File: src/hdl/nsf_pkg.sv
// Shared types, character codes and constants for the NMEA sentence framer.
`timescale 1ns / 1ps

package nsf_pkg;

    localparam int NSF_MAX_BODY   = 80;
    localparam int NSF_ID_SLOTS   = 4;
    localparam int NSF_CFG_REGS   = 4;
    localparam int NSF_ID_W       = 40;
    localparam int NSF_CFG_W      = 41;
    localparam int NSF_CFG_IDX_W  = 3;
    localparam int NSF_BODY_CNT_W = 7;
    localparam int NSF_SLOT_W     = 2;

    localparam logic [7:0] CH_DOLLAR = 8'h24;
    localparam logic [7:0] CH_BANG   = 8'h21;
    localparam logic [7:0] CH_P      = 8'h50;
    localparam logic [7:0] CH_STAR   = 8'h2A;
    localparam logic [7:0] CH_COMMA  = 8'h2C;
    localparam logic [7:0] CH_CR     = 8'h0D;
    localparam logic [7:0] CH_LF     = 8'h0A;
    localparam logic [7:0] CH_SPACE  = 8'h20;
    localparam logic [7:0] CH_TAB    = 8'h09;

    localparam logic KIND_BODY = 1'b0;
    localparam logic KIND_END  = 1'b1;

    typedef enum logic [2:0] {
        CLS_OTHER,
        CLS_MARKER,
        CLS_P,
        CLS_STAR,
        CLS_COMMA,
        CLS_BLANK,
        CLS_EOL
    } cls_t;

    typedef enum logic [2:0] {
        PH_HUNT,
        PH_TALKER,
        PH_SENT,
        PH_SEP,
        PH_BODY,
        PH_CSUM
    } phase_t;

    typedef enum logic [1:0] {
        VD_OK,
        VD_NO_CSUM,
        VD_MISMATCH,
        VD_OVERFLOW
    } verdict_t;

    typedef struct packed {
        logic [7:0] char_val;
        cls_t       cls;
        logic [3:0] nibble;
    } tok_t;

    typedef struct packed {
        logic                     we;
        logic [NSF_CFG_IDX_W-1:0] index;
        logic [NSF_CFG_W-1:0]     data;
    } cfg_wr_t;

    typedef struct packed {
        logic                  kind;
        logic [7:0]            body_byte;
        verdict_t              verdict;
        logic [NSF_SLOT_W-1:0] id_slot;
        logic [7:0]            csum;
    } res_t;

    function automatic logic [3:0] hex_nibble(input logic [7:0] c);
        logic [3:0] n;
        n = 4'd0;
        if (c >= 8'h30 && c <= 8'h39)
            n = 4'(c - 8'h30);
        else if (c >= 8'h41 && c <= 8'h46)
            n = 4'(c - 8'h37);
        else if (c >= 8'h61 && c <= 8'h66)
            n = 4'(c - 8'h57);
        return n;
    endfunction

endpackage

File: src/hdl/nsf_tok_queue.sv
// Two-entry queue of classified characters between front and back.
`timescale 1ns / 1ps

module nsf_tok_queue (
    input  logic          clk,
    input  logic          rst_n,
    input  logic          wr_en,
    input  nsf_pkg::tok_t wr_tok,
    output logic          full,
    input  logic          rd_en,
    output nsf_pkg::tok_t rd_tok,
    output logic          rd_valid
);
    import nsf_pkg::*;

    tok_t       mem_reg [2];
    logic       wptr_reg, wptr_next;
    logic       rptr_reg, rptr_next;
    logic [1:0] cnt_reg, cnt_next;
    logic       do_wr, do_rd;

    assign full     = (cnt_reg == 2'd2);
    assign rd_valid = (cnt_reg != 2'd0);
    assign rd_tok   = mem_reg[rptr_reg];
    assign do_wr    = wr_en && !full;
    assign do_rd    = rd_en && rd_valid;

    always_comb
    begin
        wptr_next = do_wr ? ~wptr_reg : wptr_reg;
        rptr_next = do_rd ? ~rptr_reg : rptr_reg;
        cnt_next  = cnt_reg + 2'(do_wr) - 2'(do_rd);
    end

    always_ff @(posedge clk)
    begin
        if (do_wr)
            mem_reg[wptr_reg] <= wr_tok;
    end

    always_ff @(posedge clk or negedge rst_n)
    begin
        if (!rst_n)
        begin
            wptr_reg <= 1'b0;
            rptr_reg <= 1'b0;
            cnt_reg  <= 2'd0;
        end
        else
        begin
            wptr_reg <= wptr_next;
            rptr_reg <= rptr_next;
            cnt_reg  <= cnt_next;
        end
    end

    a_cnt_bound: assert property (@(posedge clk) disable iff (!rst_n)
        cnt_reg <= 2'd2)
        else $error("token queue count out of range");

    a_ptr_gap: assert property (@(posedge clk) disable iff (!rst_n)
        (cnt_reg == 2'd1) |-> (wptr_reg != rptr_reg))
        else $error("token queue pointers disagree with count");

    a_ptr_level: assert property (@(posedge clk) disable iff (!rst_n)
        (cnt_reg != 2'd1) |-> (wptr_reg == rptr_reg))
        else $error("token queue pointers split while empty or full");

endmodule

File: src/hdl/nsf_front.sv
// Front end: classify each incoming character and queue it for the framer.
`timescale 1ns / 1ps

module nsf_front (
    input  logic          clk,
    input  logic          rst_n,
    input  logic          push,
    input  logic [7:0]    byte_in,
    output logic          full,
    input  logic          tok_pop,
    output nsf_pkg::tok_t tok,
    output logic          tok_valid
);
    import nsf_pkg::*;

    tok_t in_tok;

    always_comb
    begin
        in_tok.char_val = byte_in;
        in_tok.nibble   = hex_nibble(byte_in);
        if (byte_in == CH_DOLLAR || byte_in == CH_BANG)
            in_tok.cls = CLS_MARKER;
        else if (byte_in == CH_P)
            in_tok.cls = CLS_P;
        else if (byte_in == CH_STAR)
            in_tok.cls = CLS_STAR;
        else if (byte_in == CH_COMMA)
            in_tok.cls = CLS_COMMA;
        else if (byte_in == CH_SPACE || byte_in == CH_TAB)
            in_tok.cls = CLS_BLANK;
        else if (byte_in == CH_CR || byte_in == CH_LF)
            in_tok.cls = CLS_EOL;
        else
            in_tok.cls = CLS_OTHER;
    end

    nsf_tok_queue u_tok_queue (
        .clk      (clk),
        .rst_n    (rst_n),
        .wr_en    (push),
        .wr_tok   (in_tok),
        .full     (full),
        .rd_en    (tok_pop),
        .rd_tok   (tok),
        .rd_valid (tok_valid)
    );

endmodule

File: src/hdl/nsf_back.sv
// Back end: sentence state machine, ID matching, checksum and result queue.
`timescale 1ns / 1ps

module nsf_back (
    input  logic             clk,
    input  logic             rst_n,
    input  nsf_pkg::cfg_wr_t cfg_wr,
    input  nsf_pkg::tok_t    tok,
    input  logic             tok_valid,
    output logic             tok_pop,
    output logic             empty,
    input  logic             pop,
    output nsf_pkg::res_t    res_head
);
    import nsf_pkg::*;

    logic [NSF_CFG_W-1:0]      acc_reg [NSF_CFG_REGS];

    phase_t                    phase_reg, phase_next;
    logic [NSF_ID_W-1:0]       id_chars_reg, id_chars_next;
    logic [2:0]                id_cnt_reg, id_cnt_next;
    logic [7:0]                xor_reg, xor_next;
    logic [7:0]                cap_xor_reg, cap_xor_next;
    logic [7:0]                rx_csum_reg, rx_csum_next;
    logic                      hex_cnt_reg, hex_cnt_next;
    logic [NSF_BODY_CNT_W-1:0] body_cnt_reg, body_cnt_next;
    logic [NSF_SLOT_W-1:0]     slot_reg, slot_next;

    res_t                      rq_mem_reg [2];
    logic                      rq_wptr_reg, rq_rptr_reg;
    logic [1:0]                rq_cnt_reg, rq_cnt_next;

    logic [NSF_ID_W-1:0]       id_full;
    logic                      match_hit;
    logic [NSF_SLOT_W-1:0]     match_idx;
    logic                      body_over;
    logic [7:0]                rx_full;
    logic                      res_valid;
    res_t                      res_data;
    logic                      pop_fire;

    assign pop_fire = pop && !empty;
    assign empty    = (rq_cnt_reg == 2'd0);
    assign tok_pop  = tok_valid && ((rq_cnt_reg != 2'd2) || pop_fire);
    assign res_head = rq_mem_reg[rq_rptr_reg];

    assign id_full   = {id_chars_reg[NSF_ID_W-9:0], tok.char_val};
    assign body_over = (body_cnt_reg >= NSF_BODY_CNT_W'(NSF_MAX_BODY));
    assign rx_full   = {rx_csum_reg[3:0], tok.nibble};

    // scan from the top so the lowest enabled match wins
    always_comb
    begin
        match_hit = 1'b0;
        match_idx = '0;
        for (int i = NSF_ID_SLOTS - 1; i >= 0; i--)
        begin
            if (acc_reg[i][NSF_CFG_W-1] && acc_reg[i][NSF_ID_W-1:0] == id_full)
            begin
                match_hit = 1'b1;
                match_idx = NSF_SLOT_W'(i);
            end
        end
    end

    // next state
    always_comb
    begin
        phase_next    = phase_reg;
        id_chars_next = id_chars_reg;
        id_cnt_next   = id_cnt_reg;
        xor_next      = xor_reg;
        cap_xor_next  = cap_xor_reg;
        rx_csum_next  = rx_csum_reg;
        hex_cnt_next  = hex_cnt_reg;
        body_cnt_next = body_cnt_reg;
        slot_next     = slot_reg;
        if (tok_pop)
        begin
            if (tok.cls != CLS_STAR)
                xor_next = xor_reg ^ tok.char_val;
            case (phase_reg)
                PH_TALKER:
                begin
                    if (id_cnt_reg == 3'd0 && tok.cls == CLS_P)
                        phase_next = PH_HUNT;
                    else
                    begin
                        id_chars_next = id_full;
                        id_cnt_next   = id_cnt_reg + 3'd1;
                        if (id_cnt_reg != 3'd0)
                            phase_next = PH_SENT;
                    end
                end
                PH_SENT:
                begin
                    id_chars_next = id_full;
                    id_cnt_next   = id_cnt_reg + 3'd1;
                    if (id_cnt_reg >= 3'd4)
                    begin
                        if (match_hit)
                        begin
                            slot_next  = match_idx;
                            phase_next = PH_SEP;
                        end
                        else
                            phase_next = PH_HUNT;
                    end
                end
                PH_SEP:
                begin
                    if (tok.cls == CLS_COMMA)
                    begin
                        body_cnt_next = '0;
                        phase_next    = PH_BODY;
                    end
                    else if (tok.cls != CLS_BLANK)
                        phase_next = PH_HUNT;
                end
                PH_BODY:
                begin
                    if (tok.cls == CLS_STAR)
                    begin
                        cap_xor_next = xor_reg;
                        rx_csum_next = 8'd0;
                        hex_cnt_next = 1'b0;
                        phase_next   = PH_CSUM;
                    end
                    else if (tok.cls == CLS_EOL || body_over)
                        phase_next = PH_HUNT;
                    else
                        body_cnt_next = body_cnt_reg + NSF_BODY_CNT_W'(1);
                end
                PH_CSUM:
                begin
                    rx_csum_next = rx_full;
                    hex_cnt_next = ~hex_cnt_reg;
                    if (hex_cnt_reg)
                        phase_next = PH_HUNT;
                end
                default:
                begin
                    phase_next = PH_HUNT;
                    if (tok.cls == CLS_MARKER)
                    begin
                        xor_next      = 8'd0;
                        id_chars_next = '0;
                        id_cnt_next   = 3'd0;
                        phase_next    = PH_TALKER;
                    end
                end
            endcase
        end
    end

    // result word
    always_comb
    begin
        res_valid          = 1'b0;
        res_data.kind      = KIND_END;
        res_data.body_byte = 8'd0;
        res_data.verdict   = VD_OK;
        res_data.id_slot   = slot_reg;
        res_data.csum      = xor_reg;
        if (tok_pop)
        begin
            case (phase_reg)
                PH_BODY:
                begin
                    if (tok.cls == CLS_EOL)
                    begin
                        res_valid        = 1'b1;
                        res_data.verdict = VD_NO_CSUM;
                    end
                    else if (tok.cls != CLS_STAR)
                    begin
                        res_valid = 1'b1;
                        if (body_over)
                            res_data.verdict = VD_OVERFLOW;
                        else
                        begin
                            res_data.kind      = KIND_BODY;
                            res_data.body_byte = tok.char_val;
                            res_data.csum      = 8'd0;
                        end
                    end
                end
                PH_CSUM:
                begin
                    res_valid        = hex_cnt_reg;
                    res_data.csum    = cap_xor_reg;
                    res_data.verdict = (rx_full == cap_xor_reg) ? VD_OK : VD_MISMATCH;
                end
                default:
                begin
                    res_valid = 1'b0;
                end
            endcase
        end
    end

    assign rq_cnt_next = rq_cnt_reg + 2'(res_valid) - 2'(pop_fire);

    always_ff @(posedge clk)
    begin
        if (res_valid)
            rq_mem_reg[rq_wptr_reg] <= res_data;
    end

    always_ff @(posedge clk or negedge rst_n)
    begin
        if (!rst_n)
        begin
            for (int i = 0; i < NSF_CFG_REGS; i++)
                acc_reg[i] <= '0;
            phase_reg    <= PH_HUNT;
            id_chars_reg <= '0;
            id_cnt_reg   <= 3'd0;
            xor_reg      <= 8'd0;
            cap_xor_reg  <= 8'd0;
            rx_csum_reg  <= 8'd0;
            hex_cnt_reg  <= 1'b0;
            body_cnt_reg <= '0;
            slot_reg     <= '0;
            rq_wptr_reg  <= 1'b0;
            rq_rptr_reg  <= 1'b0;
            rq_cnt_reg   <= 2'd0;
        end
        else
        begin
            // drop writes beyond the last register
            if (cfg_wr.we && cfg_wr.index < NSF_CFG_IDX_W'(NSF_CFG_REGS))
                acc_reg[cfg_wr.index[NSF_SLOT_W-1:0]] <= cfg_wr.data;
            phase_reg    <= phase_next;
            id_chars_reg <= id_chars_next;
            id_cnt_reg   <= id_cnt_next;
            xor_reg      <= xor_next;
            cap_xor_reg  <= cap_xor_next;
            rx_csum_reg  <= rx_csum_next;
            hex_cnt_reg  <= hex_cnt_next;
            body_cnt_reg <= body_cnt_next;
            slot_reg     <= slot_next;
            if (res_valid)
                rq_wptr_reg <= ~rq_wptr_reg;
            if (pop_fire)
                rq_rptr_reg <= ~rq_rptr_reg;
            rq_cnt_reg   <= rq_cnt_next;
        end
    end

    a_rq_bound: assert property (@(posedge clk) disable iff (!rst_n)
        rq_cnt_reg <= 2'd2)
        else $error("result queue count out of range");

    a_res_phase: assert property (@(posedge clk) disable iff (!rst_n)
        res_valid |-> (phase_reg == PH_BODY || phase_reg == PH_CSUM))
        else $error("result produced outside body or checksum");

    a_body_bound: assert property (@(posedge clk) disable iff (!rst_n)
        body_cnt_reg <= NSF_BODY_CNT_W'(NSF_MAX_BODY))
        else $error("body count ran past limit");

    a_end_hunts: assert property (@(posedge clk) disable iff (!rst_n)
        (res_valid && res_data.kind == KIND_END) |=> (phase_reg == PH_HUNT))
        else $error("framer did not return to hunting after end word");

endmodule

File: src/hdl/nmea_sentence_framer.sv
// Top level of the NMEA 0183 sentence framer.
`timescale 1ns / 1ps
//
//  channel   direction  handshake           payload
//  input     in         push / full         byte_in
//  result    out        empty / pop         result_kind, body_byte, verdict,
//                                           id_slot, computed_checksum
//  config    in         cfg_we              cfg_index, cfg_data (41 bits)
//
//  One character per cycle sustained unless the result queue stalls; a pushed
//  word goes through the classifier queue, then the framer into the result queue, before it can be popped.
//  Reset is asynchronous and clears all state, queues and ID registers.
//  A two-entry queue on each side of the framer decouples the two ports;
//  full rises only when the result side has stalled long enough to fill both.

module nmea_sentence_framer (
    input  logic                               clk,
    input  logic                               rst_n,
    input  logic                               push,
    output logic                               full,
    input  logic [7:0]                         byte_in,
    output logic                               empty,
    input  logic                               pop,
    output logic                               result_kind,
    output logic [7:0]                         body_byte,
    output logic [1:0]                         verdict,
    output logic [1:0]                         id_slot,
    output logic [7:0]                         computed_checksum,
    input  logic                               cfg_we,
    input  logic [nsf_pkg::NSF_CFG_IDX_W-1:0]  cfg_index,
    input  logic [nsf_pkg::NSF_CFG_W-1:0]      cfg_data
);
    import nsf_pkg::*;

    tok_t    tok;
    logic    tok_valid;
    logic    tok_pop;
    cfg_wr_t cfg_wr;
    res_t    res_head;

    assign cfg_wr.we    = cfg_we;
    assign cfg_wr.index = cfg_index;
    assign cfg_wr.data  = cfg_data;

    nsf_front u_front (
        .clk       (clk),
        .rst_n     (rst_n),
        .push      (push),
        .byte_in   (byte_in),
        .full      (full),
        .tok_pop   (tok_pop),
        .tok       (tok),
        .tok_valid (tok_valid)
    );

    nsf_back u_back (
        .clk       (clk),
        .rst_n     (rst_n),
        .cfg_wr    (cfg_wr),
        .tok       (tok),
        .tok_valid (tok_valid),
        .tok_pop   (tok_pop),
        .empty     (empty),
        .pop       (pop),
        .res_head  (res_head)
    );

    assign result_kind       = res_head.kind;
    assign body_byte         = res_head.body_byte;
    assign verdict           = res_head.verdict;
    assign id_slot           = res_head.id_slot;
    assign computed_checksum = res_head.csum;

endmodule
File: config.mk
export PLATFORM = sky130hd
export DESIGN_NAME = nmea_sentence_framer
export DESIGN_NICKNAME = d
export VERILOG_FILES = /design/src/hdl/nsf_pkg.sv /design/src/hdl/nsf_tok_queue.sv /design/src/hdl/nsf_front.sv /design/src/hdl/nsf_back.sv /design/src/hdl/nmea_sentence_framer.sv
export SDC_FILE = /design/constraint.sdc
export NUM_CORES = 1
export LEC_CHECK = 0
export BUFFER_PORTS_ARGS = -buffer_cell sky130_fd_sc_hd__buf_2
export CORE_MARGIN = 1.5
export CORE_UTILIZATION = 61
export DETAILED_ROUTE_END_ITERATION = 16
export MAX_ROUTING_LAYER = met4
export PLACE_DENSITY = 0.8
export SYNTH_ARGS = -nofsm -noshare
export SYNTH_HDL_FRONTEND = slang
export SYNTH_SLANG_ARGS = --single-unit
File: constraint.sdc
create_clock -name clk -period 3.8 [get_ports clk]
set_clock_uncertainty 0.1 [all_clocks]
set_input_delay 0.38 -clock clk [delete_from_list [all_inputs] [get_ports clk]]
set_output_delay 0.38 -clock clk [all_outputs]
set_load 0.1 [all_outputs]
Word-level counts from Yosys, hierarchy flattened
Memories as Yosys holds them, arrays and structs flattened.
Index checks and enable logic that the tools add are counted.
Storage, ports and cells
  output and inout bits: 23
  logic and storage cells: 193
  bits in writable memories: 72
  memories kept: 2
  bits in registers: 240
  input bits: 57
Cells by class
  muxes and demuxes: 70
  $add $sub $neg: 9
  bitwise logic cells: 8
  eq/ne operators: 38
  reductions and logical operators: 36
  magnitude comparators: 11
Memory list
  u_back.rq_mem_reg: depth 2, width 21, rd ports 1, clocked after memory_dff 0, wr ports 1, line nsf_back.sv:29  | res_t rq_mem_reg [2];
  u_front.u_tok_queue.mem_reg: depth 2, width 15, rd ports 1, clocked after memory_dff 0, wr ports 1, line nsf_tok_queue.sv:16  | tok_t mem_reg [2];
Operators by type and width (count)
  164-bit bitwise mux: 1
  40-bit == test: 4
  32-bit one-hot mux with 3 select lines: 1
  41-bit demux with 2-bit select: 1
  32-bit 2-to-1 mux: 2
  8-bit 2-to-1 mux: 7
  3-bit 2-to-1 mux: 16
  41-bit 2-to-1 mux: 1
  8-bit by 6-bit == test with 1-bit output (second input constant): 5
  9-bit 2-to-1 mux: 3
  8-bit by 4-bit == test with 1-bit output (second input constant): 3
  11-bit 2-to-1 mux: 2
  7-bit 2-to-1 mux: 3
  8-bit by 7-bit greater-or-equal comparator with 1-bit output (second input constant): 2
  8-bit by 7-bit <= comparator with 1-bit output (second input constant): 2
  2-bit 2-to-1 mux: 8
  4-bit 2-to-1 mux: 4
  8-bit one-hot mux with 2 select lines: 1
  3-bit one-hot mux with 5 select lines: 1
  1-bit logical AND: 14
  7-bit one-hot mux with 2 select lines: 1
  1-bit 2-to-1 mux: 13
  3-bit by 2-bit == test with 1-bit output (second input constant): 4
  3-bit == test (second input constant): 4
  40 further kinds: 69

Logic depth before layout (Yosys ltp)
Gate-level depths: netlist of run 1.
An unclocked memory read counts as a cell.
  depth in word-level cells: 10
  mapped depth: 10
  depth with buffers taken out: 9

Hierarchy
From an unflattened synthesis of run 1, not the netlist that was laid out.
Second synthesis, totals
  cell total of the unflattened synthesis: 1123
  area, all modules: 14765.4 sq um
Modules (own cells, without submodules)
  nsf_back: sequential area each 7166.9 sq um, instances 1, area an instance 13083.8 sq um, cells an instance 1011
  nsf_tok_queue: sequential area each 1001.0 sq um, instances 1, area an instance 1328.8 sq um, cells an instance 65
  nsf_front: sequential area each 0.0 sq um, instances 1, area an instance 352.8 sq um, cells an instance 47

Least setup slack after synthesis of run 1
OpenSTA, ideal clock, no wires.
  kind: reg-to-reg
  start: register u_back.rq_cnt_reg[1]
  end: register u_back.rq_cnt_reg[1]
  arrival time: 2.690 ns
  stages on the path, launching flop included: 8
  path buffers: 0
  path slack: 0.887 ns
  clock period less this slack: 2.913 ns
  data required time: 3.577 ns
  cells stage by stage: dfrtp_1 -> nor2_1 -> nor2b_1 -> ha_1 -> inv_1 -> ha_1 -> xnor2_1 -> xnor2_1
On the way
  longest elaborated chain between the ends: 8
  elaborated cells on any way between the ends: 9
Ends and longest elaborated chain
  start: declaration: line nsf_back.sv:31  | logic [1:0] rq_cnt_reg, rq_cnt_next;
  start signal: assignment: line nsf_back.sv:247  | rq_cnt_reg <= rq_cnt_next;
  2-bit logical NOT *: line nsf_back.sv:43  | assign empty = (rq_cnt_reg == 2'd0);
  via empty: line nmea_sentence_framer.sv:22  | output logic empty,
  1-bit logical NOT *: line nsf_back.sv:42  | assign pop_fire = pop && !empty;
  1-bit logical AND *: line nsf_back.sv:42
  via u_back.pop_fire: line nsf_back.sv:40  | logic pop_fire;
  1-bit logical OR: line nsf_back.sv:44  | assign tok_pop = tok_valid && ((rq_cnt_reg != 2'd2) || pop_fire);
  1-bit logical AND: line nsf_back.sv:44
  1-bit 2-to-1 mux: line nsf_back.sv:165  | if (tok_pop)
  2-bit by 1-bit adder with 2-bit output: line nsf_back.sv:202  | assign rq_cnt_next = rq_cnt_reg + 2'(res_valid) - 2'(pop_fire);
  2-bit by 1-bit subtractor with 2-bit output *: line nsf_back.sv:202
  via u_back.rq_cnt_next[1]: line nsf_back.sv:31
The timed path passes the listed nets; every way through them passes the cells marked *.
A chain may end at the register's enable or synchronous reset.

Worst setup path after layout of run 1
  start: register u_front.u_tok_queue.rptr_reg
  end: register u_back.phase_reg[1]
On the way
  longest elaborated chain between the ends: 10
  elaborated cells on any way between the ends: 30
Ends and longest elaborated chain
  start: declaration: line nsf_tok_queue.sv:18  | logic rptr_reg, rptr_next;
  start signal: assignment: line nsf_tok_queue.sv:52  | rptr_reg <= rptr_next;
  memory 2 x 15 bit *
  40-bit == test: line nsf_back.sv:58  | if (acc_reg[i][NSF_CFG_W-1] && acc_reg[i][NSF_ID_W-1:0] == id_full)
  1-bit logical AND: line nsf_back.sv:58
  1-bit 2-to-1 mux (4 in series): line nsf_back.sv:58
  2-bit 2-to-1 mux: line nsf_back.sv:101  | if (match_hit)
  3-bit 2-to-1 mux: line nsf_back.sv:99  | if (id_cnt_reg >= 3'd4)
  3-bit one-hot mux with 5 select lines: line nsf_back.sv:82  | case (phase_reg)
  end signal: assignment: line nsf_back.sv:234  | phase_reg <= phase_next;
  end: declaration: line nsf_back.sv:19  | phase_t phase_reg, phase_next;
Mark *: on every way between the ends. The rest lies on a longest branch, timed or not. The select of a mux whose other input is x is not followed.

==> results of run 1 <==
==> metrics by stage <==
| step | power [mW] | hold WS [ns] | cells | setup WS [ns] | util, % |
|---|---|---|---|---|---|
| CTS | 12.7 | 0.00231 | 1545 | 0.768 | 70.0 |
| floorplan | 8.47 | -0.0156 | 1129 | 0.887 | - |
| finish | 12.7 | 0.0214 | 1545 | 0.773 | 70.0 |
| global placement | 9.58 | 0.323 | 1473 | 0.929 | 65.1 |
| global route | 13.3 | 0.0163 | 1545 | 0.600 | 70.0 |
| detailed placement | 9.72 | 0.322 | 1473 | 0.826 | 65.1 |
==> cell usage after synthesis, drive strengths merged, types with 3 or more instances <==
library cell	count
nand2b	9
buf	11
a21oi	14
a22o	32
nor2	35
nor3	13
nand4	21
o31ai	9
mux2i	14
and2	5
o21ai	42
nand2	37
a31oi	3
nand3	18
o21a	3
inv	30
nor2b	7
nor4b	4
mux2	193
clkbuf	62
xnor2	97
nor4bb	3
dfrtp	240
xor2	80
or3	4
ha	12
and3	4
edfxtp	72
nor4	26
==> how the worst max path moves through the flow <==
stage	from	to	slack, ns	depth (start not counted)
global placement	u_front.u_tok_queue.rptr_reg	u_back.phase_reg[1]	0.93	9
finish	u_front.u_tok_queue.rptr_reg	u_back.phase_reg[1]	0.77	9
CTS	u_front.u_tok_queue.rptr_reg	u_back.phase_reg[1]	0.77	9
detailed placement	u_front.u_tok_queue.rptr_reg	u_back.phase_reg[1]	0.83	9
floorplan	u_back.rq_cnt_reg[1]	u_back.rq_cnt_reg[1]	0.89	7
global route	u_front.u_tok_queue.rptr_reg	u_back.phase_reg[1]	0.60	9
==> timing repair <==
action	4_1_cts	5_1_grt
hold endpoints to repair	115	0
hold buffers	16	0
resized for setup	0	0
==> logic make-up (layout without fill, tap and decap cells) <==
| family | Yosys count | count (layout) |
|---|---|---|
| AO/OA/AOI/OAI | 124 | 124 |
| XOR/XNOR | 177 | 177 |
| adder cells (fa/ha/maj) | 12 | 12 |
| buffers and inverters | 104 | 201 |
| flip-flops | 312 | 312 |
| multiplexers | 207 | 207 |
| AND/OR/NAND/NOR | 193 | 193 |
==> report_power, final <==
group / leakage, nW / internal, mW / total [mW] / switching, mW
sequential: 3.61 / 4.28 / 5.26 / 0.981
combinational: 2.81 / 1.83 / 4.51 / 2.68
clock: 0.495 / 1.70 / 2.94 / 1.24
==> worst max-delay path, stage by stage, from the launching register on <==
cell	delay, ns
dfrtp_1	0.76
buf_4	0.33
mux2i_2	0.22
buf_4	0.21
xnor2_1	0.13
nor4_1	0.06
and4_1	0.21
and3_1	0.20
o41ai_1	0.48
o21ai_0	0.17
==> routing by layer <==
| layer | global-route usage [%] | vias up | wire [µm] |
|---|---|---|---|
| li1 | - | 4158 | - |
| met3 | 4.63 | 40 | 2310 |
| met5 | - | - | 0 |
| met4 | 5.75 | 0 | 465 |
| met1 | 42.2 | 4631 | 15100 |
| met2 | 42.9 | 304 | 15300 |
==> final cells by class <==
type	count	area (µm²)	area share, %
repair buffers	114	721	4.40
clock buffers	43	891	5.44
flip-flops and latches	312	8170	49.8
well taps	319	399	2.44
multi-input cells	713	6000	36.6
inverters	31	116	0.710
clock inverters	13	97.6	0.595
==> results.yml, run 1 <==
outcome:
  status: "completed"
run:
  cap_violations: 0
yosys:
  syn_inst: 1129
  synth_top_area_cell: "dfrtp_1"
  synthArstFlopShare_pct: 76.9
  synth-edff-count: 72
  synth_mux_area_share_pct: 16.2
  synthXorXnorAreaFrac_pct: 10.7
  synth_top_family_by_area: "multiplexers"
  synthAdderAreaFrac_pct: 1.03
  synthFlopType: "dfrtp_1"
  netlist_area_um2: 14500
  ys_ff_latch: 312
  yosysWarningCount: 0
  synthTopCellsByArea: "dfrtp_1 (41%), mux2_2 (15%), edfxtp_1 (15%)"
  synth_cell_types: 63
  ys_seq_area_share_pct: 56.2
  synth_compound_area_share_pct: 5.82
  syn_avg_cell_area_um2: 12.9
  synthSimpleGateAreaFrac_pct: 7.21
  synth_largest_type_area_fraction_pct: 41.3
  synthesis.nets: 1198
die:
  coreArea_um2: 23400
  dieArea_um2: 24800
  die_w_um: 157
  dieHeight_um: 157
  num_io_pins: 80
  start_util_pct: 62.1
  fp-row-count: 56
sta:
  final.period_utilization_pct: 79.7
  fin_crit_ns: 3.03
  rsz0062_at_grt: "no"
  tightest_slew_ns: 1.31
  fmax_ghz: 0.330
  tns_ns: 0
  final-setup-viol-count: 0
  drv_slew: 0
  hold_viol: 0
  maxSlewHeadroom_pct: 12.5
setup_path:
  critPathRequiredTime_ns: 4.11
  crit_fanout: 14
  reg2reg_to: "u_back.phase_reg[1]"
  worst_r2r_path_depth: 9
  r2r-start: "u_front.u_tok_queue.rptr_reg"
  arrival_ns: 3.34
  worstSetupEndpointType: "register"
  start_kind: "register"
  crit_type: "register to register"
  r2r_setup_slack_ns: 0.77
route:
  via_per_inst: 5.91
  drc: 0
  dr.pass1.iters: 5
  via_count: 9133
  ant_nets: 0
  drt_iter0_drc: 650
  wl_per_cell_um: 21.5
  wl_mm: 33.2
power:
  irDropWorstVdd_v: 0.000379
  power_leakage_nw: 6.91
  p_per_area_nw_per_um2: 775
final_layout:
  n_fill_cell: 1693
  fin_area_um2: 16400
  drive_above_1_share_pct: 29.2
  final_cell_mix: "dfrtp_1 (240), mux2_2 (193), xnor2_1 (97)"
  area_growth_pct: 12.7
  antenna_cells: 0
  fin_nets: 1272
  final_common_cell: "dfrtp_1"
  largest_register_ffs: 164
grt:
  overflow: 0
  grtUsageTotal_pct: 28.8
  grt_pass1_wl_mm: 52.2
  grt_max_degree: 95
  grt_pass1_vias: 8987
  antenna_found_initial: 0
clock_tree:
  clockBufferDepth: 3
  clkTransAtPathRegs_ns: 0.06
  cts_sinks: 312
  clkLatencyLatePin_ns: 0.55
  cts-root-buf: "clkbuf_16"
  cts_tree: "done"
  cts_buffers: 31
  h-tree-depth: 1
  post_cts_buffers: 0
worst_hold_path:
  min_to: "u_back.acc_reg[78]"
  hold_path_depth: 2
  hold_class: "input port to register"
  hold_start: "cfg_data[37]"
place:
  dpl_cell_area_um2: 15200
  dp_hpwl_mm: 22.7
  gp_congestion: 0.907
  port_buffers: 79
Note: power is estimated with default switching activity, not from simulation.
==> inputs of run 2 (changes only) <==
==> constraint.sdc (replaced) <==
create_clock -name clk -period 2.8 [get_ports clk]
set_clock_uncertainty 0.1 [all_clocks]
set_input_delay 0.28 -clock clk [delete_from_list [all_inputs] [get_ports clk]]
set_output_delay 0.28 -clock clk [all_outputs]
set_load 0.1 [all_outputs]
==> results.yml, run 2 (synthesis gave the netlist of run 1 again) <==
setup_path:
  cp-startpoint: "u_front.u_tok_queue.rptr_reg"
  start_kind: "register"
  crit_fanout: 16
  r2r-start: "u_front.u_tok_queue.rptr_reg"
  crit_type: "register to register"
  worstSetupEndpointType: "register"
  critPathRequiredTime_ns: 3.15
  arrival_ns: 3.00
clock_tree:
  clkLatencyLatePin_ns: 0.55
  cts_buffers: 31
  h-tree-depth: 1
  clkTransAtPathRegs_ns: 0.06
  cts-root-buf: "clkbuf_16"
  cts_tree: "done"
  clockBufferDepth: 3
  cts_sinks: 312
outcome:
  status: "completed"
final_layout:
  multiInputGateArea_um2: 6020
  drive_above_1_share_pct: 29.4
  final_common_cell: "dfrtp_1"
  regArea_um2: 8170
  n_fill_cell: 1599
  area_growth_pct: 16.9
  final_cell_mix: "dfrtp_1 (240), mux2_2 (193), xnor2_1 (97)"
  fin_nets: 1326
  largest_register_ffs: 164
  fin_area_um2: 17000
power:
  irDropWorstVdd_v: 0.000640
  p_sw_share_pct: 38.0
  seq_power_share_pct: 39.8
  p_int_mw: 10.9
  power_switching_mw: 6.66
  p_per_area_nw_per_um2: 1030
  combPwrFrac_pct: 37.4
  power_leakage_nw: 7.17
  p_clk_share_pct: 22.8
sta:
  tns_ns: 0
  drv_slew: 0
  final-setup-viol-count: 0
  fin_crit_ns: 2.65
  tightest_slew_ns: 0.745
  maxSlewHeadroom_pct: 49.8
  fmax_ghz: 0.378
  rsz0062_at_grt: "no"
  hold_viol: 0
  final.period_utilization_pct: 94.5
grt:
  grtUsageTotal_pct: 28.6
  antenna_found_initial: 1
  grt_pass1_vias: 9330
  grt_max_degree: 76
  grt_pass1_wl_mm: 52.4
  overflow: 0
place:
  port_buffers: 79
  dp_hpwl_mm: 22.5
  gp_congestion: 0.908
  dpl_cell_area_um2: 15500
die:
  fp-row-count: 56
  coreArea_um2: 23400
  start_util_pct: 62.1
  dieHeight_um: 157
  die_w_um: 157
  num_io_pins: 80
  dieArea_um2: 24800
worst_hold_path:
  hold_start: "cfg_data[23]"
  hold_class: "input port to register"
route:
  via_count: 9365
  via_per_inst: 5.85
  drc: 0
  dr.pass1.iters: 5
  ant_nets: 0
  drt_iter0_drc: 718
  wl_per_cell_um: 20.8
  wl_mm: 33.2
run:
  cap_violations: 0
run 2: cell types whose count changed in the layout (fill, tap and decap cells not counted), moves of 2 or more:
cell	before	now
clkinv_2	9	7
nor2_2	0	3
clkbuf_1	5	11
buf_12	1	9
buf_4	18	31
dlygate4sd3_1	16	49
nor2_1	35	32
clkbuf_8	7	4
run 2: layer usage:
metal	vias up	track usage (%)	wire length [µm]
met5	-	-	0
met4	0	7.19	701
met3	54	5.59	2450
met2	322	42.5	15200
met1	4725	40.7	14800
li1	4264	-	-
run 2: power by group through the flow:
stage | registers (mW) | clock network [mW] | logic (mW)
floorplan | 6.37 | 0 | 5.13
global placement | 6.94 | 0 | 6.18
detailed placement | 7.00 | 0 | 6.34
CTS | 6.94 | 4.04 | 6.44
global route | 7.08 | 4.24 | 7.06
finish | 6.97 | 4.00 | 6.54
run 2: path summary, 6_finish.rpt:
| path | to | slack [ns] | cells after the start |
|---|---|---|---|
| setup / recovery | u_back.slot_reg[0] | 0.15 | 9 |
| hold / removal | u_back.acc_reg[64] | 0.009 | 2 |
| setup reg to reg | u_back.slot_reg[0] | 0.15 | 9 |
| hold reg to reg | u_front.u_tok_queue.wptr_reg | 0.40 | 1 |
| max in group asynchronous | u_back.acc_reg[4] | 1.52 | 3 |
| min in group asynchronous | u_back.body_cnt_reg[6] | 0.21 | 2 |
run 2: cell type report:
class	instances	share of cell area (%)
Clock inverter	11	0.604
Multi-Input combinational cell	713	35.4
Timing Repair Buffer	168	7.70
Antenna cell	1	0.0147
Sequential cell	312	48.1
Clock buffer	46	5.13
Inverter	31	0.685
Tap cell	319	2.35
run 2: worst max-delay path, cell delays in order, from the launching register on:
cell and delay (ns):
dfrtp_1 0.38, buf_12 0.19, mux2i_2 0.40, buf_4 0.25, xnor2_1 0.11, nor4_2 0.38
nand3_1 0.14, nor3_2 0.26, o32ai_1 0.17, a22oi_1 0.16
run 2: repair_timing:
item	CTS	global route
endpoints found under the hold margin	246	0
hold buffers	49	0
gates resized for setup	0	3
endpoints found under the setup margin	0	22
setup buffers	0	3
run 2: stage by stage:
step / utilization (%) / std cells / total power, mW / hold WS, ns / worst slack (ns)
final: 72.6 / 1601 / 17.5 / 0.00945 / 0.153
after global routing: 72.6 / 1601 / 18.4 / 0.0105 / 0.0505
after CTS: 72.4 / 1597 / 17.4 / 0.00146 / 0.111
after detailed placement: 66.1 / 1491 / 13.3 / 0.206 / 0.128
after global placement: 66.1 / 1491 / 13.1 / 0.197 / 0.132
after floorplan: - / 1129 / 11.5 / -0.116 / 0.175
